## config.mk

```make
export PLATFORM = sky130hd
export DESIGN_NAME = dgi_ctrl
export DESIGN_NICKNAME = d
export VERILOG_FILES = /design/src/hdl/dgi_pkg.sv /design/src/hdl/dgi_ctrl.sv
export SDC_FILE = /design/constraint.sdc
export NUM_CORES = 1
export LEC_CHECK = 0
export BUFFER_PORTS_ARGS = -buffer_cell sky130_fd_sc_hd__buf_2
export CAP_MARGIN = 20
export CORE_MARGIN = 2
export CORE_UTILIZATION = 57
export DETAILED_ROUTE_END_ITERATION = 7
export PLACE_DENSITY = 0.86
export SLEW_MARGIN = 20
export SYNTH_ARGS = -nofsm -noshare
export SYNTH_HDL_FRONTEND = slang
export SYNTH_SLANG_ARGS = --single-unit
```

## constraint.sdc

```tcl
create_clock -name clock -period 4.56 [get_ports clock]
set_clock_uncertainty 0.05 [all_clocks]
set_input_delay 0.456 -clock clock [delete_from_list [all_inputs] [get_ports clock]]
set_output_delay 0.456 -clock clock [all_outputs]
set_load 0.01 [all_outputs]
```

## src/hdl/dgi_pkg.sv

```systemverilog
// Shared constants, types and tables of the gyro-driven rotation matrix update block.
`default_nettype none
package dgi_pkg;

   // Matrix element width (signed Q2.30) and field widths
   localparam int DATA_WIDTH   = 32;
   localparam int RATE_W       = 32;
   localparam int ANG_W        = 32;
   localparam int REQ_W        = 96;
   localparam int RSP_W        = 104;

   // Matrix update arithmetic
   localparam int PROD_W       = 64;
   localparam int RND_W        = 34;
   localparam int ACC_W        = 35;
   localparam int FRAC_SH      = 30;

   // Square root unit
   localparam int SQ_W         = 64;
   localparam int SQRT_CNT_W   = 5;

   // CORDIC unit
   localparam int CORDIC_STEPS = 24;
   localparam int CORDIC_CNT_W = $clog2(CORDIC_STEPS);
   localparam int ATAN_IDX_W   = 6;
   localparam int CW           = 56;
   localparam int ZW           = 34;
   localparam int SCALE_SH     = 20;

   localparam logic signed [DATA_WIDTH-1:0] ONE_Q30 = 32'sh4000_0000;
   localparam logic signed [ZW-1:0]         HALF_PI = 34'sd843314857;

   // Which product of an element update is in flight
   typedef enum logic [1:0] {
      TERM_SELF = 2'd0,
      TERM_ADD  = 2'd1,
      TERM_SUB  = 2'd2
   } term_type;

   // Which angle the CORDIC works on
   typedef enum logic [1:0] {
      ANG_ROLL  = 2'd0,
      ANG_PITCH = 2'd1,
      ANG_YAW   = 2'd2
   } angle_type;

   typedef struct packed {
      logic      load_in;
      logic      mul_go;
      logic [3:0] mul_elem;
      term_type  mul_term;
      logic      commit;
      logic      sq_go;
      logic      sqrt_init;
      logic      sqrt_step;
      logic      cordic_go;
      angle_type ang;
      logic      out_load;
   } dgi_cmd_type;

   typedef struct packed {
      logic sqrt_last;
      logic cordic_done;
   } dgi_stat_type;

   // Arctangent of 2^-i in Q3.29, rounded to nearest
   function automatic logic signed [ZW-1:0] atan_entry(input logic [ATAN_IDX_W-1:0] idx);
      logic signed [ZW-1:0] v;
      case (idx)
         6'd0:    v = 34'sd421657428;
         6'd1:    v = 34'sd248918915;
         6'd2:    v = 34'sd131521918;
         6'd3:    v = 34'sd66762579;
         6'd4:    v = 34'sd33510843;
         6'd5:    v = 34'sd16771758;
         6'd6:    v = 34'sd8387925;
         6'd7:    v = 34'sd4194219;
         6'd8:    v = 34'sd2097141;
         6'd9:    v = 34'sd1048575;
         6'd10:   v = 34'sd524288;
         6'd11:   v = 34'sd262144;
         6'd12:   v = 34'sd131072;
         6'd13:   v = 34'sd65536;
         6'd14:   v = 34'sd32768;
         6'd15:   v = 34'sd16384;
         6'd16:   v = 34'sd8192;
         6'd17:   v = 34'sd4096;
         6'd18:   v = 34'sd2048;
         6'd19:   v = 34'sd1024;
         6'd20:   v = 34'sd512;
         6'd21:   v = 34'sd256;
         6'd22:   v = 34'sd128;
         6'd23:   v = 34'sd64;
         6'd24:   v = 34'sd32;
         6'd25:   v = 34'sd16;
         6'd26:   v = 34'sd8;
         6'd27:   v = 34'sd4;
         6'd28:   v = 34'sd2;
         6'd29:   v = 34'sd1;
         6'd30:   v = 34'sd1;
         default: v = '0;
      endcase
      return v;
   endfunction

   // Clip an angle to the 32 bit output range
   function automatic logic signed [ANG_W-1:0] sat_ang(input logic signed [ZW:0] v);
      logic signed [ANG_W-1:0] r;
      if (v > 35'sd2147483647)
         r = 32'sh7FFF_FFFF;
      else if (v < -35'sd2147483648)
         r = 32'sh8000_0000;
      else
         r = v[ANG_W-1:0];
      return r;
   endfunction

endpackage
`default_nettype wire

```

## src/hdl/dgi_ctrl.sv

```systemverilog
// Controller: sequences the matrix update, square root and the three CORDIC runs.
`default_nettype none
module dgi_ctrl (
   input  wire logic                  clock,
   input  wire logic                  reset,
   input  wire logic                  req_tvalid,
   output      logic                  req_tready,
   output      logic                  rsp_tvalid,
   input  wire logic                  rsp_tready,
   input  wire dgi_pkg::dgi_stat_type stat,
   output      dgi_pkg::dgi_cmd_type  cmd
);
   import dgi_pkg::*;

   typedef enum logic [8:0] {
      S_IDLE   = 9'b000000001,
      S_MUL    = 9'b000000010,
      S_DRAIN  = 9'b000000100,
      S_COMMIT = 9'b000001000,
      S_SQLOAD = 9'b000010000,
      S_SQRT   = 9'b000100000,
      S_CGO    = 9'b001000000,
      S_CRUN   = 9'b010000000,
      S_DONE   = 9'b100000000
   } state_type;

   state_type  state_ff, state_in;
   logic [3:0] elem_ff, elem_in;
   term_type   term_ff, term_in;
   angle_type  ang_ff, ang_in;
   logic       rsp_valid_ff, rsp_valid_in;
   logic       out_free;

   assign out_free = !rsp_valid_ff || rsp_tready;

   // Next state and commands
   always_comb begin
      state_in = state_ff;
      elem_in  = elem_ff;
      term_in  = term_ff;
      ang_in   = ang_ff;
      cmd           = '0;
      cmd.mul_elem  = elem_ff;
      cmd.mul_term  = term_ff;
      cmd.ang       = ang_ff;
      case (state_ff)
         S_IDLE: begin
            if (req_tvalid) begin
               cmd.load_in = 1'b1;
               elem_in     = '0;
               term_in     = TERM_SELF;
               state_in    = S_MUL;
            end
         end
         S_MUL: begin
            cmd.mul_go = 1'b1;
            case (term_ff)
               TERM_SELF: term_in = TERM_ADD;
               TERM_ADD:  term_in = TERM_SUB;
               default: begin
                  term_in = TERM_SELF;
                  elem_in = elem_ff + 1'b1;
                  if (elem_ff == 4'd8)
                     state_in = S_DRAIN;
               end
            endcase
         end
         S_DRAIN:  state_in = S_COMMIT;
         S_COMMIT: begin
            cmd.commit = 1'b1;
            cmd.sq_go  = 1'b1;
            state_in   = S_SQLOAD;
         end
         S_SQLOAD: begin
            cmd.sqrt_init = 1'b1;
            state_in      = S_SQRT;
         end
         S_SQRT: begin
            cmd.sqrt_step = 1'b1;
            if (stat.sqrt_last) begin
               ang_in   = ANG_ROLL;
               state_in = S_CGO;
            end
         end
         S_CGO: begin
            cmd.cordic_go = 1'b1;
            state_in      = S_CRUN;
         end
         S_CRUN: begin
            if (stat.cordic_done) begin
               case (ang_ff)
                  ANG_ROLL:  begin ang_in = ANG_PITCH; state_in = S_CGO; end
                  ANG_PITCH: begin ang_in = ANG_YAW;   state_in = S_CGO; end
                  default:   state_in = S_DONE;
               endcase
            end
         end
         S_DONE: begin
            if (out_free) begin
               cmd.out_load = 1'b1;
               state_in     = S_IDLE;
            end
         end
         default: state_in = S_IDLE;
      endcase
   end

   // Hold the result valid until the transfer
   always_comb begin
      rsp_valid_in = rsp_valid_ff;
      if (cmd.out_load)
         rsp_valid_in = 1'b1;
      else if (rsp_tready)
         rsp_valid_in = 1'b0;
   end

   always_ff @(posedge clock) begin
      elem_ff <= elem_in;
      term_ff <= term_in;
      ang_ff  <= ang_in;
      if (reset) begin
         state_ff     <= S_IDLE;
         rsp_valid_ff <= 1'b0;
      end else begin
         state_ff     <= state_in;
         rsp_valid_ff <= rsp_valid_in;
      end
   end

   assign req_tready = (state_ff == S_IDLE);
   assign rsp_tvalid = rsp_valid_ff;

`ifndef SYNTHESIS
   a_one_in_flight: assert property (@(posedge clock) disable iff (reset)
      (req_tvalid && req_tready) |=> !req_tready)
      else $error("second request taken while one is in flight");
   a_no_overwrite: assert property (@(posedge clock) disable iff (reset)
      cmd.out_load |-> (!rsp_valid_ff || rsp_tready))
      else $error("result register overwritten before transfer");
   a_elem_range: assert property (@(posedge clock) disable iff (reset)
      (state_ff == S_MUL) |-> (elem_ff <= 4'd8))
      else $error("matrix element index out of range");
   a_drain_after_mul: assert property (@(posedge clock) disable iff (reset)
      (state_ff == S_DRAIN) |-> ($past(state_ff) == S_MUL && $past(elem_ff) == 4'd8))
      else $error("drain entered before the last product");
`endif

endmodule
`default_nettype wire

```

Yosys cells after proc, flatten, opt, wreduce, memory -nomap -nowiden
Index checks and enable logic that the tools add are counted.

storage, ports and cells
  register bits after elaboration = 18
  bits in latches = 0
  RAM bits = 0
  memory bits (read-only) = 0
  input bits = 6
  output and inout bits = 18
  word-level logic and storage cells = 67
  memories = 0

cells by class
  $add $sub $neg = 1
  multiply operators = 0
  div/mod/pow operators = 0
  $lt $le $gt $ge = 0
  equality and inequality tests = 19
  shift-type cells = 0
  mux-type cells = 29
  bitwise logic cells = 0
  reductions and logical operators = 13

operators with widths
  operator                                              count
  one-hot mux 9 bit (9 select lines)                    1
  two-way mux 9 bit                                     7
  one-hot mux 2 bit (2 select lines)                    4
  != test 2 bit (second input constant)                 6
  two-way mux 1 bit                                     10
  equality test 9 x 1 -> 1 bit (second input constant)  1
  equality test 9 x 2 -> 1 bit (second input constant)  1
  equality test 9 x 3 -> 1 bit (second input constant)  1
  equality test 9 x 4 -> 1 bit (second input constant)  1
  equality test 9 x 5 -> 1 bit (second input constant)  1
  equality test 9 x 6 -> 1 bit (second input constant)  1
  equality test 9 x 7 -> 1 bit (second input constant)  1
  equality test 9 x 8 -> 1 bit (second input constant)  1
  equality test 9 bit (second input constant)           1
  two-way mux 2 bit                                     4
  two-way mux 4 bit                                     2
  one-hot mux 4 bit (2 select lines)                    1
  AND reduction 6 bit                                   1
  nonzero test 2 bit                                    3
  adder 4 x 1 -> 4 bit (second input constant)          1
  equality test 2 x 1 -> 1 bit (second input constant)  2
  equality test 4 bit (second input constant)           1
  logical NOT 2 bit                                     2
  AND reduction 4 bit                                   1
  other kinds (6)                                       7

Logic depth before layout (Yosys ltp)
  depth after elaboration = 5
  mapped depth = 7

Least setup slack after synthesis
OpenSTA, ideal clock, no wires.

  path kind = register -> output
  start point = reg state_ff[0]
  end point = out cmd[7] (netlist name)
  data arrival time = 1.345 ns
  path slack = 2.709 ns
  stages on the path, launching flop included = 6
  path buffers = 2
  cell sequence = dfxtp_1 > buf_6 > nor3_2 > nand2_2 > nor4b_2 > buf_4

RTL lines
  what                    RTL line         source
  start, declared         dgi_ctrl.sv:27   state_type state_ff, state_in;
  start signal, assigned  dgi_ctrl.sv:125  state_ff <= state_in;
  end, declared           dgi_ctrl.sv:11   output dgi_pkg::dgi_cmd_type cmd

==> results.toml <==
[logic_synthesis]
syn_nets = 117
syn_area_per_cell_um2 = 10.0
netlist_area_mm2 = 0.00109
ys_types = 43
syn_inst = 109
synth_seq_area_share_pct = 40.2
synth_edf_count = 8
yosys_warnings = 0
ys_seq_elements = 18
yosys.area.top_type = "edfxtp_1"
synth-async-reset-ratio_pct = 0
synth_top_area_share_pct = 21.9
synthTopCellsByArea = "edfxtp_1 (22%), dfxtp_1 (18%), buf_6 (4.1%)"
synth_ff_type = "dfxtp_1"

[layout]
fin_nets = 136
instances_no_fill = 152
drive_above_1_share_pct = 32.3
diodes = 0
area_growth_pct = 9.94
most-common-layout-cells = "buf_2 (23), dfxtp_1 (10), inv_1 (8), edfxtp_1 (8), nor2_1 (7)"
final_common_cell = "buf_2"
fillCellCount = 150

[placement]
placedCellCount = 148
gp_congestion = 0.786
numPortBuffers = 23
hpwl_um = 1640

[clock_network]
insertion_delay_ns = 0.29
postCtsSetupBuffers = 0
tritoncts = "built"
path_clk_slew_ns = 0.10
htree_levels = 1
cts_root_buffer = "clkbuf_4"
ctsHoldBuffers = 0
cts_resized = 0
numClockSinks = 18
clock_path_buffers = 2
cts_made_buffers = 3

[worst_setup_path]
crit_slowest_cell = "dfxtp_1"
required_ns = 4.05
crit_family = "simple AND/OR/NAND/NOR gates"
slowest_delay_ns = 0.45
crit_type = "reg2out"
path_depth = 6
end_kind = "output port"
cp-start-kind = "flop"
worst-path-buf-inv = 2
cp.arrival_ns = 1.81
ff2ff_path_depth = 4
cp_max_fo = 11
crit_top_cell = "nor3_2"
cp_cell_sequence = "nor3_2, nand3b_2, nor3_2, nand2_1, inv_1, buf_2"

[sta]
finalSetupViolations = 0
rsz0062_at_grt = "false"
max_freq_mhz = 432
finalMaxSlewViolations = 0
finalHoldViolations = 0
max-slew-margin-rel_pct = 64.4
finalSetupTns_ns = 0
timing.final.crit_share_pct = 50.7
period_needed_ns = 2.31
tightest_slew_ns = 0.529

[floorplanning]
fp.dieH_um = 47.8
die-area_mm2 = 0.00229
rows = 15
ioPinCount = 24
floorplan.initialDensity_pct = 62.1
fp.dieW_um = 47.8
core_area_mm2 = 0.00176

[drt]
ant_nets = 0
wl_per_cell_um = 13.9
vias = 861
drt_first_pass_iters = 4
vias_per_cell = 5.66
drc = 0
drt_iter0_markers = 15
routed_wl_um = 2110

[global_route]
grt_usage_pct = 20.4
grt_pass1_vias = 758
antenna_found_initial = 0
grt_max_degree = 12
grt_pass1_wl_um = 3180
overflow = 0

[flow_run]
drv_cap = 0

[power]
p_leak_nw = 0.524
ir_drop_mv = 0.238
power.total_mw = 0.365
p_per_area_mw_per_mm2 = 303

[hold_path]
hold_class = "in2reg"
holdPathStages = 2

[outcome]
status = "finished clean"
==> state kept, by name, summed over array words and instances (netlist names) <==
register and count:
ang_ff 2, elem_ff 4, state_ff 9, term_ff 2, rsp_tvalid 1
==> area by class of cell <==
cell class | count | area [um2] | area share [%]
Clock buffer | 4 | 36.3 | 3.01
Sequential cell | 18 | 440 | 36.6
Multi-Input combinational cell | 72 | 543 | 45.1
Inverter | 10 | 37.5 | 3.12
Tap cell | 25 | 31.3 | 2.60
Timing Repair Buffer | 23 | 115 | 9.56
==> where the power goes <==
group | internal (mW) | switching, mW
Clock | 0.0486 | 0.0478
Combinational | 0.0311 | 0.0416
Sequential | 0.180 | 0.0163
Total | 0.260 | 0.106
==> final timing paths <==
kind / startpoint / to / slack (ns)
max: state_ff[5] / cmd[15] / 2.25
min: reset / state_ff[6] / 0.42
max reg2reg: state_ff[5] / elem_ff[3] / 2.50
min reg2reg: rsp_tvalid / rsp_tvalid / 0.49
==> stage by stage <==
step           hold slack [ns]  cell area [um2]  util (%)  setup WS, ns
2_1_floorplan            0.467             1090         -          2.71
3_3_place_gp             0.431             1170      66.2          2.64
3_5_place_dp             0.476             1170      66.2          2.53
4_1_cts                  0.414             1200      68.2          2.26
5_1_grt                  0.420             1200      68.2          2.11
6_report                 0.419             1200      68.2          2.25
==> cells in the mapped netlist, types with 2 or more instances <==
cell type	instances
nor4_1	2
edfxtp_1	8
buf_6	4
nor3b_1	4
xnor2_1	3
nor2_1	7
nor4b_1	2
dfxtp_1	10
nor3_2	4
o21ai_0	3
a21oi_1	6
nor3_1	2
inv_1	8
nand2_1	4
buf_4	2
xor2_1	2
nand4_1	2
and3_1	3
o211ai_2	2
buf_2	2
ha_1	2
nor2b_1	2
nand3_1	5
==> cell families after synthesis <==
logic type | count (synthesis) | share of synthesized area (%)
simple gates | 49 | 33.0
buf+inv | 19 | 10.2
flops | 18 | 40.2
compound gates | 15 | 9.37
xor+xnor | 5 | 4.00
fa+ha+maj | 2 | 2.29
mux | 1 | 0.914
==> layer usage <==
metal	GRT usage, %	wire [um]
met1	25.2	865
met2	36.0	1160
met3	3.40	77
met4	6.49	12
met5	0	0
Note: power is estimated with default switching activity, not from simulation.
